$ cat config.mk
export PLATFORM = sky130hd
export DESIGN_NAME = swa_cfg
export DESIGN_NICKNAME = d
export VERILOG_FILES = /design/src/hdl/swa_pkg.sv /design/src/hdl/swa_cfg.sv
export SDC_FILE = /design/constraint.sdc
export NUM_CORES = 1
export LEC_CHECK = 0
export ABC_AREA = 0
export BUFFER_PORTS_ARGS = -buffer_cell sky130_fd_sc_hd__buf_2
export CAP_MARGIN = 20
export CORE_MARGIN = 1.5
export CORE_UTILIZATION = 38
export DETAILED_ROUTE_END_ITERATION = 10
export HOLD_SLACK_MARGIN = 0.03
export PLACE_DENSITY = 0.84
export SYNTH_ARGS = -nofsm -noshare
export SYNTH_HDL_FRONTEND = slang
export SYNTH_SLANG_ARGS = --single-unit
$ cat constraint.sdc
create_clock -name clk -period 1.9 [get_ports clk]
set_clock_uncertainty 0.2 [all_clocks]
set_input_delay 0.285 -clock clk [delete_from_list [all_inputs] [get_ports clk]]
set_output_delay 0.285 -clock clk [all_outputs]
set_load 0.02 [all_outputs]
$ cat src/hdl/swa_pkg.sv
// Package for the sliding window admission unit.
// Holds field widths, register indexes and the structs used by the design files.
// No dependencies.
`default_nettype none

package swa_pkg;

  localparam int AMT_W  = 32;  // request amount
  localparam int SUM_W  = 40;  // window sum and limit
  localparam int LEN_W  = 9;   // window_length register
  localparam int DATA_W = 64;  // configuration data bus
  localparam int ADDR_W = 4;   // byte address, registers at 8*i

  // Register index, taken from paddr[3].
  typedef enum logic {
    REG_WINDOW_LENGTH = 1'b0,
    REG_LIMIT         = 1'b1
  } swa_reg_t;

  // Configuration seen by the datapath.
  typedef struct packed {
    logic             clear;  // window_length written this cycle
    logic [SUM_W-1:0] limit;
  } swa_cfg_t;

  // Control broadcast to every cell of the ring.
  typedef struct packed {
    logic clear;
    logic shift;
  } swa_cell_ctl_t;

endpackage

`default_nettype wire

$ cat src/hdl/swa_cfg.sv
// APB-style configuration registers: window_length and limit.
// Derives the index of the last ring cell from window_length. Uses swa_pkg.
`default_nettype none

module swa_cfg #(
  parameter int WINDOW_MAX = 256,
  parameter int LW = 8
) (
  input  wire logic                       clk,
  input  wire logic                       rst,
  input  wire logic                       psel,
  input  wire logic                       penable,
  input  wire logic                       pwrite,
  input  wire logic [swa_pkg::ADDR_W-1:0] paddr,
  input  wire logic [swa_pkg::DATA_W-1:0] pwdata,
  output logic      [swa_pkg::DATA_W-1:0] prdata,
  output logic                            pready,
  output swa_pkg::swa_cfg_t               cfg,
  output logic      [LW-1:0]              last_idx
);

  logic [swa_pkg::LEN_W-1:0] window_length;
  logic [swa_pkg::SUM_W-1:0] limit;
  logic [LW-1:0]             last_idx_next;
  logic                      wr;
  swa_pkg::swa_reg_t         reg_sel;
  logic [swa_pkg::LEN_W-1:0] wl_new;
  logic [31:0]               wl_wide;

  assign pready  = 1'b1;
  assign wr      = psel && penable && pwrite && pready;
  assign reg_sel = swa_pkg::swa_reg_t'(paddr[3]);
  assign wl_new  = pwdata[swa_pkg::LEN_W-1:0];
  assign wl_wide = 32'(wl_new);

  // Zero acts as one, anything beyond the ring saturates to the ring size.
  always_comb begin
    priority if (wl_new == '0) begin
      last_idx_next = '0;
    end else if (wl_wide > 32'(WINDOW_MAX)) begin
      last_idx_next = LW'(WINDOW_MAX - 1);
    end else begin
      last_idx_next = LW'(wl_wide - 32'd1);
    end
  end

  always_ff @(posedge clk) begin
    if (rst) begin
      window_length <= swa_pkg::LEN_W'(1);
      limit         <= '0;
      last_idx      <= '0;
    end else if (wr) begin
      unique case (reg_sel)
        swa_pkg::REG_WINDOW_LENGTH: begin
          window_length <= wl_new;
          last_idx      <= last_idx_next;
        end
        swa_pkg::REG_LIMIT: begin
          limit <= pwdata[swa_pkg::SUM_W-1:0];
        end
        default: begin
        end
      endcase
    end
  end

  always_comb begin
    unique case (reg_sel)
      swa_pkg::REG_WINDOW_LENGTH: prdata = swa_pkg::DATA_W'(window_length);
      swa_pkg::REG_LIMIT:         prdata = swa_pkg::DATA_W'(limit);
      default:                    prdata = '0;
    endcase
  end

  assign cfg.clear = wr && (reg_sel == swa_pkg::REG_WINDOW_LENGTH);
  assign cfg.limit = limit;

endmodule

`default_nettype wire

# --- Word-level counts from Yosys, hierarchy flattened ---
# Cells that the tools add are included.
totals:
  input_bits: 73
  reg_bits: 57
  out_inout_bits: 114
  elab_cells: 15
classes:
  reduce_logical: 6
  bitwise: 1
  n_lt_le_gt_ge: 1
  add_sub_neg: 1
  mux: 3
op_table:
  columns: ["cell", "n"]
  rows:
  - ["$pmux W64 S2", 1]
  - ["$mux W8", 2]
  - ["$gt A9 B9 Y1 const B", 1]
  - ["$logic_not A9 Y1", 1]
  - ["$sub A8 B1 Y8 const B", 1]
  - ["$reduce_and A2 Y1", 2]
  - ["$logic_and A1 B1 Y1", 3]
  - ["$not A1 Y1", 1]

# --- Logic depth before layout (Yosys ltp) ---
logic_depth:
  word_depth: 3
  depth_mapped: 6
  mapped_depth_nobuf: 6

# --- Least setup slack after synthesis ---
# OpenSTA, ideal clock, no wires.
synth_path:
  kind: "in2reg"
  start: "input port pwdata[3] (netlist bit)"
  end: "register last_idx[6]"
  required_time_ps: 1583
  slack_ps: 81
  t_arrival_ps: 1502
  cell_stages: 5
  path_buffers: 1
  cell_sequence: "clkbuf_2 or4_4 nor4_4 a2111oi_2 a22o_1"
synth_via:
  elab_chain_cells: 3
  elab_cells_between_ends: 5
  classes_between: "1 x add/sub; 1 x order compare; 2 x mux; 1 x reduce/logical"
synth_lines:
  columns: ["item", "line", "source"]
  rows:
  - ["start, declared", "swa_cfg.sv:15", "input wire logic [swa_pkg::DATA_W-1:0] pwdata,"]
  - ["$sub A8 B1 Y8 / $gt A9 B9 Y1 (equally long branches)", "swa_cfg.sv:43, swa_cfg.sv:40", null]
  - ["$mux W8", "swa_cfg.sv:40", "end else if (wl_wide > 32'(WINDOW_MAX)) begin"]
  - ["$mux W8 *", "swa_cfg.sv:38", "priority if (wl_new == '0) begin"]
  - ["end signal, assigned", "swa_cfg.sv:56", "last_idx <= last_idx_next;"]
  - ["end, declared", "swa_cfg.sv:19", "output logic [LW-1:0] last_idx"]
# Every way passes the cells marked *; elsewhere a longest branch is shown, timed or not.
# A chain may end at the register's enable or synchronous reset.

# --- Final worst setup path ---
layout_path:
  start: "input port pwdata[7] (netlist bit)"
  end: "register last_idx[6]"
layout_via:
  elab_chain_cells: 3
  elab_cells_between_ends: 4
  classes_between: "1 x order compare; 2 x mux; 1 x reduce/logical"
layout_lines:
  columns: ["item", "line"]
  rows:
  - ["$gt A9 B9 Y1", "swa_cfg.sv:40"]
  - ["$mux W8", "swa_cfg.sv:40"]
  - ["$mux W8 *", "swa_cfg.sv:38"]
# Marks and branches as above.

==> impl_metrics.tcl <==
set metrics [dict create \
    synth.yosys.seq_area_share_pct 40.88 \
    maxCapViolCount 0 \
    reg2reg_depth 2 \
    avgSynthCellArea_um2 7.819 \
    antenna_cells 0 \
    clkSlewWorstSetupHoldPaths_ns 0.07 \
    clock_latency_ns 0.34 \
    ir_drop_uv 313.2 \
    setup_viol 0 \
    fillers 656 \
    crit_slowest_cell "dlygate4sd3_1" \
    overflow 0 \
    rsz0062_at_grt "no" \
    die_w_um 88.71 \
    synth_edf_count 0 \
    hold_viol_final 0 \
    via_count 2962 \
    holdCritPathClass "input port to flop" \
    clockBufferDepth 2 \
    ys_async_sr_fraction_pct 0 \
    worst-path-stages 6 \
    grt_util_all_layers_pct 21.20 \
    place_congestion 0.8713 \
    final.min_clock_period_ns 1.804 \
    regToRegStartpoint "last_idx[5]" \
    slowest_delay_ns 0.54 \
    yosysUniqueCellTypes 41 \
    power_leakage_uw 0.001935 \
    drv_slew 0 \
    dp_hpwl_um 5463 \
    required_ns 1.93 \
    row_count 31 \
    fmax_mhz 554.5 \
    synth_area_um2 2791 \
    fin_crit_sh_pct 94.92 \
    area.growth.synth_to_final_pct 46.12 \
    grt_pass1_wl_um 12520 \
    worstSetupStartpoint "pwdata[7]" \
    path_delay_family "buffers and inverters" \
    worstSetupPathType "input port to flop" \
    io_buffers 134 \
    crit_path_end_kind "flop" \
    crit_arrival_ns 1.83 \
    critical_path.cell_chain "dlygate4sd3_1 > buf_2 > or2b_2 > a21boi_1 > a2111oi_2 > a22o_1" \
    cp_num_buf_inv 2 \
    critPathLaunchType "input port" \
    via_per_inst 4.694 \
    routed_wl_um 8323 \
    hold_depth 3 \
    post-cts-setup-buffers 0 \
    antenna_found_initial 0 \
    whs_ns 0.08339 \
    grt_pass1_vias 2675 \
    ios 187 \
    synthFlopType "dfxtp_1" \
    die_area_um2 7869 \
    ys_seq_elements 57 \
    status "finished clean" \
    antenna_left 0 \
    cts_tree "done" \
    post_layout_nonfiller_instances 631 \
    nets 602 \
    drcViolationCount 0 \
    drt-initial-drc-count 130 \
    first_pass_iters 4 \
    detail_route.wl_per_cell_um 13.19 \
    powerDensity_nw_per_um2 712.3 \
    tns_ns 0 \
    core-area_um2 7176 \
    grt_max_degree 32 \
    die_y_um 88.71 \
    hold_start "pwdata[6]" \
    stdcell_area_um2 4079 \
    initial_core_util_pct 38.90 \
    cts_sinks 57 \
    cp_max_fo 6 \
    dp.cells 581 \
    yosysWarnings 0 \
    fin_util_pct 56.84 \
    cts_root_buf "clkbuf_8" \
    post_route_cells_drive_above_1_share_pct 34.59 \
    syn_inst 357 \
    place_area_um2 3513 \
    cts_made_buffers 9 \
    htree_levels 3 \
]
==> flip-flops by register name, indices dropped and copies added (netlist names) <==
register       cells
limit             40
window_length      9
last_idx           8
==> worst min-delay path: stages <==
cell and delay, ns:
buf_2 0.17, nand2_1 0.07, a21oi_1 0.05
==> kinds of logic after synthesis <==
| family | count (synthesis) | synth area share [%] |
|---|---|---|
| xor+xnor | 3 | 0.9415 |
| buf+inv | 54 | 11.65 |
| compound gates | 68 | 13.94 |
| simple gates | 160 | 27.07 |
| flops | 57 | 40.88 |
| fa+ha+maj | 3 | 1.255 |
| other cells | 2 | 0.2690 |
| mux | 10 | 3.989 |
==> Yosys cell counts (2+ instances only) <==
cell type	number	share of area [%]
nand2_1	99	13
o2bb2ai_1	2	0.63
a311oi_1	2	0.63
xor2_1	3	0.94
o21ai_0	4	0.72
nor3b_1	2	0.54
dfxtp_1	57	41
a211oi_1	2	0.54
nand4_1	2	0.45
buf_4	25	6.7
clkbuf_1	20	2.7
nand3b_1	2	0.54
inv_1	4	0.54
nor2_1	11	1.5
and2_1	31	6.9
nor4_1	2	0.45
ha_1	2	0.90
nor3_1	3	0.54
nand4b_1	2	0.63
mux2_2	9	3.6
clkbuf_8	2	0.99
a21oi_1	51	9.1
conb_1	2	0.27
==> worst paths after layout <==
check | to | slack, ns
setup / recovery | last_idx[6] | 0.1
hold / removal | window_length[6] | 0.08
setup reg to reg | last_idx[5] | 1.01
hold reg to reg | window_length[5] | 0.26
==> cell usage in the layout, fill, tap and decap left out, types with 2 or more instances in the layout <==
master | synthesis | routed
bufinv_16 | 0 | 2
dlygate4sd3_1 | 0 | 34
o21ai_0 | 4 | 4
nor3_1 | 3 | 3
clkinv_2 | 0 | 2
a311oi_1 | 2 | 2
clkbuf_8 | 2 | 9
nand4b_1 | 2 | 2
conb_1 | 2 | 25
ha_1 | 2 | 2
clkinvlp_4 | 0 | 2
nand2_1 | 99 | 98
a211oi_1 | 2 | 2
dfxtp_1 | 57 | 57
xor2_1 | 3 | 3
nand4_1 | 2 | 2
buf_4 | 25 | 16
mux2_2 | 9 | 9
nand3b_1 | 2 | 2
nor4_1 | 2 | 2
inv_1 | 4 | 4
o2bb2ai_1 | 2 | 2
nor2_1 | 11 | 10
buf_2 | 0 | 134
a21oi_1 | 51 | 51
and2_1 | 31 | 31
==> report_power, final <==
group	internal [uW]	total [uW]	switching, uW
Clock	737	1250	510
Combinational	171	419	248
Sequential	1220	1240	16.5
==> final cells by class <==
| class | count | area (um2) | area share, % |
|---|---|---|---|
| multi-input cells | 269 | 1426 | 34.97 |
| clock buffers | 9 | 123.9 | 3.037 |
| repair buffers | 185 | 1151 | 28.22 |
| well taps | 99 | 123.9 | 3.037 |
| clock inverters | 7 | 93.84 | 2.301 |
| flip-flops and latches | 57 | 1141 | 27.98 |
| inverters | 5 | 18.77 | 0.4601 |
==> per-layer routing <==
layer / track usage (%) / share of wire (%) / up-vias
li1: - / - / 1466
met5: 0 / 0 / -
met1: 22.75 / 39 / 1362
met4: 9.233 / 2.4 / 0
met3: 5.784 / 7.0 / 16
met2: 38.77 / 51 / 118
==> repair_timing <==
item / 4_1_cts / 5_1_grt
endpoints found under the hold margin: 36 / 0
resized for setup: 0 / 3
hold buffers: 34 / 0
endpoints found under the setup margin: 0 / 5
==> metrics by stage <==
stage | total power, uW | worst slack (ns)
after floorplan | 1526 | 0.08084
final | 2905 | 0.09645
after global routing | 3037 | 0.06444
after detailed placement | 1624 | -0.002836
after global placement | 1617 | 0.03739
after CTS | 2939 | 0.07525
Power figures use the tool's default switching activity.
