[src/hdl/swa_pkg.sv]
// Package for the sliding window admission unit.
// Holds field widths, register indexes and the structs used by the design files.
// No dependencies.
`default_nettype none

package swa_pkg;

  localparam int AMT_W  = 32;  // request amount
  localparam int SUM_W  = 40;  // window sum and limit
  localparam int LEN_W  = 9;   // window_length register
  localparam int DATA_W = 64;  // configuration data bus
  localparam int ADDR_W = 4;   // byte address, registers at 8*i

  // Register index, taken from paddr[3].
  typedef enum logic {
    REG_WINDOW_LENGTH = 1'b0,
    REG_LIMIT         = 1'b1
  } swa_reg_t;

  // Configuration seen by the datapath.
  typedef struct packed {
    logic             clear;  // window_length written this cycle
    logic [SUM_W-1:0] limit;
  } swa_cfg_t;

  // Control broadcast to every cell of the ring.
  typedef struct packed {
    logic clear;
    logic shift;
  } swa_cell_ctl_t;

endpackage

`default_nettype wire

[src/hdl/swa_cell.sv]
// One cell of the amount ring: holds one admitted amount word.
// Takes its neighbor's word on each step, or the new word when it is the last cell.
// Uses swa_pkg.
`default_nettype none

module swa_cell (
  input  wire logic                      clk,
  input  wire logic                      rst,
  input  wire swa_pkg::swa_cell_ctl_t    ctl,
  input  wire logic                      is_last,
  input  wire logic [swa_pkg::AMT_W-1:0] ins_val,
  input  wire logic [swa_pkg::AMT_W-1:0] nbr_val,
  output logic      [swa_pkg::AMT_W-1:0] q
);

  always_ff @(posedge clk) begin
    if (rst || ctl.clear) begin
      q <= '0;
    end else if (ctl.shift) begin
      q <= is_last ? ins_val : nbr_val;
    end
  end

endmodule

`default_nettype wire

[config.mk]
export PLATFORM = sky130hd
export DESIGN_NAME = swa_cell
export DESIGN_NICKNAME = d
export VERILOG_FILES = /design/src/hdl/swa_pkg.sv /design/src/hdl/swa_cell.sv
export SDC_FILE = /design/constraint.sdc
export NUM_CORES = 1
export LEC_CHECK = 0
export BUFFER_PORTS_ARGS = -buffer_cell sky130_fd_sc_hd__buf_2
export CAP_MARGIN = 5
export CORE_UTILIZATION = 30
export DETAILED_ROUTE_END_ITERATION = 12
export PLACE_DENSITY = 0.65
export SYNTH_ARGS = -nofsm -noshare
export SYNTH_HDL_FRONTEND = slang
export SYNTH_SLANG_ARGS = --single-unit
[constraint.sdc]
create_clock -name clk -period 2.2 [get_ports clk]
set_input_delay 0.66 -clock clk [delete_from_list [all_inputs] [get_ports clk]]
set_output_delay 0.66 -clock clk [all_outputs]
set_load 0.05 [all_outputs]
## Word level (Yosys, flattened, before mapping)

Cells that the tools add are included.

- Input bits: 69
- Word-level logic and storage cells: 3
- Register bits: 32
- Output and inout port bits: 32

- Reductions and logical operators: 1
- Muxes and demuxes: 1

Operator list:

| operator | count |
|---|---|
| 32-bit two-way mux | 1 |
| 1-bit logical OR | 1 |

## Longest topological paths before layout

Gate-level depths: netlist of the first run.

- Depth in word-level cells: 1
- Depth in mapped cells: 4
- Depth with buffers taken out: 2

## Worst setup path before layout of the first run

No wires, ideal clock.

- Path kind: input port to flip-flop
- Start point: input port ctl[1] (netlist bit)
- End point: register q[0] (netlist bit)
- Data arrival time: 1268 ps
- Stages on the path: 4
- Setup slack: 846 ps
- Path buffers: 2
- Data required time: 2114 ps
- Library setup time: 86 ps
- Cell sequence: or2_1 > buf_6 > buf_6 > a211oi_1

- Cells in the longest elaborated chain, start to end: 1

Ends and longest elaborated chain:

| what | RTL line | RTL |
|---|---|---|
| start: declaration | swa_cell.sv:9 | `input wire swa_pkg::swa_cell_ctl_t ctl,` |
| 1-bit logical OR | swa_cell.sv:17 | `if (rst \|\| ctl.clear) begin` |
| end signal: assignment | swa_cell.sv:20 | `q <= is_last ? ins_val : nbr_val;` |
| end: declaration | swa_cell.sv:13 | `output logic [swa_pkg::AMT_W-1:0] q` |

Every way passes these cells.
A chain may end at the register's enable or synchronous reset.

## Worst setup path in the final report of the first run

- Start point: register q[9] (netlist bit)
- End point: output port q[9] (netlist bit)

No word-level cell between the ends.

==> run_results.csv, run 1 <==
group,metric,value,unit
hold_path,hp-class,"flop to flop",
critical_path,crit_cells,1,
yosys,yosys-top-cells-count,"32 x dfxtp_1, 32 x mux2i_1, 32 x nor2_1, 30 x a211oi_1, 5 x buf_6",
cts,post_cts_resized,0,
cts,insertion_delay,270,ps
yosys,netlist.area_leader.share,0.431,
yosys,synthFlopType,"dfxtp_1",
layout,largest_register_ffs,32,
die,die_area,0.00524,mm^2
cts,hold_buffers,0,
layout,fin_cells,307,
hold_path,whs_path_depth,2,
detailed_routing,drt_iter0_markers,25,
cts,cts-root-buf,"clkbuf_8",
yosys,yosysTopAreaCell,"dfxtp_1",
sta,finalMaxSlewViolations,0,
sta,max_slew_margin,0.781,
layout,area_delta_synth_final,38.6,%
die,die_h,72.4,um
critical_path,cp-end-kind,"output pin",
power,p_leak,1.05,nW
cts,cts_tree,"yes",
yosys,synthTopCellsByArea,"dfxtp_1 43%, mux2i_1 22%, a211oi_1 15%",
detailed_routing,via_per_inst,4.37,
die,core_area,0.00475,mm^2
detailed_routing,ant_nets,0,
sta,timing.final.crit_share,0.698,
critical_path,worstPathRequired,1540,ps
critical_path,cp_cell_sequence,"buf_2",
cts,cts.sinks,32,
cts,clk_path_buf_depth,2,
global_routing,grt_use_total,0.126,
placement,dp.cells,299,
die,die_w,72.4,um
critical_path,cp-start-kind,"flop",
detailed_routing,vias,1341,
global_routing,grt_pass1_wl,5150,um
global_routing,grt_max_degree,65,
layout,fillers,518,
critical_path,crit_arrival,870,ps
hold_path,hold_end,"q[21]$_SDFFE_PP0P_",
yosys,yosysUniqueCellTypes,11,
placement,port_buffers,100,
sta,tightestPinTransition,328,ps
layout,final_area,0.00206,mm^2
critical_path,crit_fanout,2,
die,start_util,0.313,
critical_path,cpMaxStageDelayCell,"dfxtp_1",
critical_path,crit_buf_inv,1,
layout,diodes,0,
yosys,async_flop_share,0,
sta,whs,481,ps
layout,drive_gt1_frac,0.471,
global_routing,first_global_vias,1181,
critical_path,worstSetupPathType,"flop to output pin",
sta,setup_viol,0,
cts,htree_levels,2,
die,rows,25,
power,powerDensity,661,mW/mm^2
sta,rsz0062_at_grt,"false",
placement,place_congestion,0.648,
yosys,ys_ff_latch,32,
critical_path,reg2reg_slack,1480,ps
yosys,yosysSeqAreaShare,0.431,
cts,postCtsSetupBuffers,0,
detailed_routing,first_pass_iters,4,
yosys,synth-edff-count,0,
placement,dpl_cell_area,0.00197,mm^2
power,peakVddDrop,377,uV
die,io_pins,101,
sta,final_hold_viol_count,0,
critical_path,reg2reg_from,"q[9]$_SDFFE_PP0P_",
sta,fin_setup_tns,0,ps
yosys,synth_area_per_cell,10.3,um^2
cts,cts_buffers,5,
placement,dp_hpwl,2300,um
hold_path,worstHoldStart,"q[21]$_SDFFE_PP0P_",
global_routing,grt_overflow,0,
yosys,synth_nets,213,
flow_run,drv_cap,0,
yosys,synth_warnings,0,
status,outcome,"finished, final reports clean",
sta,period_needed,1530,ps
critical_path,regToRegEndpoint,"q[9]$_SDFFE_PP0P_",
detailed_routing,drc,0,
critical_path,critical-path-max-stage-delay,340,ps
detailed_routing,avgRoutedWirePerCell,10.4,um
yosys,netlist_area,0.00149,mm^2
critical_path,path_delay_family,"flip-flops",
layout,regMostFlops,"q",
sta,fmax,0.652,GHz
global_routing,antenna_found_initial,0,
detailed_routing,wl,3200,um
yosys,syn_inst,144,
power,p_total,1.36,mW
layout,nNetsFinal,308,
cts,cts.clk_slew.worst_paths,60,ps
critical_path,ff2ff_path_depth,2,
sta,skew,0,ps
layout,reg_top3,"q x32",
-- power breakdown --
group          total [mW]  leakage, nW  switching, mW  internal [mW]
Clock               0.448       0.0510          0.198          0.249
Combinational       0.298        0.741          0.184          0.114
Sequential          0.618        0.262         0.0118          0.606
-- area by class of cell --
class                           count  area (um^2)  share of cell area
Multi-Input combinational cell     97          697               0.338
Sequential cell                    32          641               0.311
Timing Repair Buffer              103          548               0.266
Clock buffer                        6         82.6              0.0400
Tap cell                           67         83.8              0.0407
Clock inverter                      2         10.0             0.00485
-- cell families (layout without fill, tap and decap cells) --
| kind of cell | Yosys count | in the layout | share of synthesized area |
|---|---|---|---|
| AND/OR/NAND/NOR | 33 | 33 | 0.0850 |
| buffers and inverters | 15 | 111 | 0.101 |
| AO/OA/AOI/OAI | 32 | 32 | 0.168 |
| multiplexers | 32 | 32 | 0.215 |
| flip-flops | 32 | 32 | 0.431 |
-- metrics by stage --
step | util | setup WS (ps)
4_1_cts | 0.434 | 642
5_1_grt | 0.434 | 610
6_report | 0.434 | 665
3_5_place_dp | 0.414 | 604
3_3_place_gp | 0.414 | 663
2_1_floorplan | - | 846
-- worst max-delay path by stage --
| stage | startpoint | end | slack, ps |
|---|---|---|---|
| after floorplan | ctl[1] | q[0]$_SDFFE_PP0P_ | 850 |
| after global placement | ctl[1] | q[28]$_SDFFE_PP0P_ | 660 |
| after detailed placement | ctl[1] | q[28]$_SDFFE_PP0P_ | 600 |
| after CTS | q[6]$_SDFFE_PP0P_ | q[6] | 640 |
| after global routing | q[4]$_SDFFE_PP0P_ | q[4] | 610 |
| final | q[9]$_SDFFE_PP0P_ | q[9] | 670 |
-- routing by layer --
layer | share of wire | wire length, um | vias to the layer above | global-route usage
li1 | - | - | 710 | -
met1 | 0.43 | 1380 | 578 | 0.149
met2 | 0.49 | 1570 | 51 | 0.209
met3 | 0.073 | 233 | 2 | 0.0458
met4 | 0.0044 | 14 | 0 | 0.0458
met5 | 0 | 0 | - | 0
-- layout by cell type, fill, tap and decap left out --
master,Yosys,routed
buf_12,3,2
a211oi_1,30,30
dfxtp_1,32,32
nor2_1,32,32
buf_4,1,1
or2_1,1,1
clkbuf_8,0,6
clkinv_2,0,2
buf_2,3,100
a211oi_2,2,2
mux2i_1,32,32
Note: power is estimated with default switching activity, not from simulation.
==> run 2, diff against run 1 <==
--- a/config.mk
+++ b/config.mk
@@ -9,7 +9,7 @@
 export CAP_MARGIN = 5
 export CORE_UTILIZATION = 30
 export DETAILED_ROUTE_END_ITERATION = 12
-export PLACE_DENSITY = 0.65
+export PLACE_DENSITY = 0.67
 export SYNTH_ARGS = -nofsm -noshare
 export SYNTH_HDL_FRONTEND = slang
 export SYNTH_SLANG_ARGS = --single-unit
==> constraint.sdc (replaced) <==
create_clock -name clk -period 1.4 [get_ports clk]
set_input_delay 0.42 -clock clk [delete_from_list [all_inputs] [get_ports clk]]
set_output_delay 0.42 -clock clk [all_outputs]
set_load 0.05 [all_outputs]
==> run 2 against run 1 <==
  * Die area unchanged
  * Critical endpoint is now q[1]
  * Routed wire length increased by 1.3%
  * Critical path type unchanged
  * Hold slack got worse by 6.6 ps
  * Combinational power increased by 60%
  * Power increased by 68%
  * Worst setup slack got worse by 570 ps
  * Largest cell class unchanged
==> run_results.csv, run 2 (same netlist as run 1, synthesis figures left out) <==
group,metric,value,unit
hold_path,hp-class,"input pin to flop",
sta,timing.final.crit_share,0.935,
critical_path,crit_fanout,2,
die,die_w,72.4,um
die,core_area,0.00475,mm^2
cts,insertion_delay,280,ps
sta,finalMaxSlewViolations,0,
die,rows,25,
detailed_routing,ant_nets,0,
layout,nNetsFinal,310,
sta,max_slew_margin,0.853,
layout,mostFrequentLayoutCells,"100 x buf_2, 32 x mux2i_1, 32 x nor2_1, 32 x dfxtp_1, 30 x a211oi_1",
global_routing,antenna_found_initial,0,
critical_path,worstPathRequired,980,ps
layout,reg_top3,"q x32",
placement,place_congestion,0.644,
global_routing,first_global_vias,1162,
detailed_routing,vias,1340,
global_routing,grt_overflow,0,
sta,setup_viol,0,
critical_path,crit_arrival,890,ps
critical_path,cpMaxStageDelayCell,"dfxtp_1",
cts,htree_levels,2,
layout,area_delta_synth_final,41.5,%
critical_path,cp_cell_sequence,"buf_2",
power,powerDensity,1090,mW/mm^2
cts,cts_tree,"yes",
cts,post_cts_resized,0,
global_routing,grt_use_total,0.123,
status,outcome,"finished, final reports clean",
cts,cts_buffers,5,
layout,drive_gt1_frac,0.471,
layout,regMostFlops,"q",
power,p_total,2.29,mW
detailed_routing,wl,3240,um
placement,dp_hpwl,2460,um
critical_path,cp-start-kind,"flop",
critical_path,path_delay_family,"flip-flops",
sta,tightestPinTransition,215,ps
sta,period_needed,1310,ps
die,start_util,0.313,
layout,final_common_cell,"buf_2",
cts,cts.clk_slew.worst_paths,70,ps
die,die_h,72.4,um
detailed_routing,via_per_inst,4.34,
power,p_leak,1.07,nW
die,die_area,0.00524,mm^2
detailed_routing,drc,0,
layout,final_util,0.443,
power,peakVddDrop,459,uV
cts,cts.sinks,32,
layout,diodes,0,
sta,rsz0062_at_grt,"false",
layout,fillers,490,
sta,skew,0,ps
critical_path,worstSetupPathType,"flop to output pin",
placement,port_buffers,100,
global_routing,grt_pass1_wl,4960,um
critical_path,critical-path-max-stage-delay,340,ps
detailed_routing,drt_iter0_markers,44,
critical_path,crit_buf_inv,1,
layout,largest_register_ffs,32,
placement,pre_cts_slack,154,ps
die,io_pins,101,
cts,hold_buffers,0,
sta,fin_setup_tns,0,ps
detailed_routing,first_pass_iters,4,
flow_run,drv_cap,0,
sta,fmax,0.764,GHz
sta,final_hold_viol_count,0,
cts,cts-root-buf,"clkbuf_8",
sta,whs,475,ps
sta,setup_slack,91.3,ps
critical_path,cp-end-kind,"output pin",
global_routing,grt_max_degree,65,
cts,clk_path_buf_depth,2,
cts,postCtsSetupBuffers,0,
detailed_routing,avgRoutedWirePerCell,10.5,um
-- run 2: metrics by stage --
step | cell area, um^2 | std cells
2_1_floorplan | 1490 | 144
3_3_place_gp | 2000 | 301
3_5_place_dp | 2000 | 301
4_1_cts | 2100 | 309
5_1_grt | 2100 | 309
6_report | 2100 | 309
-- run 2: layout make-up --
cell class | instances | area [um^2] | share of cell area
clock buffer | 6 | 72.6 | 0.0345
clock inverter | 2 | 35.0 | 0.0166
tap | 67 | 83.8 | 0.0398
timing repair buffer | 105 | 576 | 0.273
multi-input combinational | 97 | 697 | 0.331
sequential | 32 | 641 | 0.304
-- run 2: routing by layer --
metal,up-vias,track usage,part of all wire
li1,712,-,-
met1,569,0.140,0.44
met2,53,0.202,0.47
met3,6,0.0444,0.075
met4,0,0.0588,0.016
met5,-,0,0
-- run 2: worst paths after layout --
path | slack [ps] | depth (start not counted) | to | start
max | 90 | 1 | q[1] | q[1]$_SDFFE_PP0P_
min reg2reg | 480 | 2 | q[9]$_SDFFE_PP0P_ | q[9]$_SDFFE_PP0P_
max reg2reg | 690 | 2 | q[23]$_SDFFE_PP0P_ | q[23]$_SDFFE_PP0P_
min | 470 | 3 | q[7]$_SDFFE_PP0P_ | nbr_val[7]
-- run 2: power by group --
| part | switching [mW] | total, mW | leakage, nW | internal, mW |
|---|---|---|---|---|
| Sequential | 0.0196 | 0.972 | 0.262 | 0.952 |
| Clock | 0.313 | 0.841 | 0.0552 | 0.527 |
| Combinational | 0.290 | 0.476 | 0.755 | 0.186 |
| Total | 0.623 | 2.29 | 1.07 | 1.67 |
-- run 2: tightest hold or removal path, cell delays in order --
cell	delay, ps
buf_2	90
mux2i_1	110
a211oi_1	80
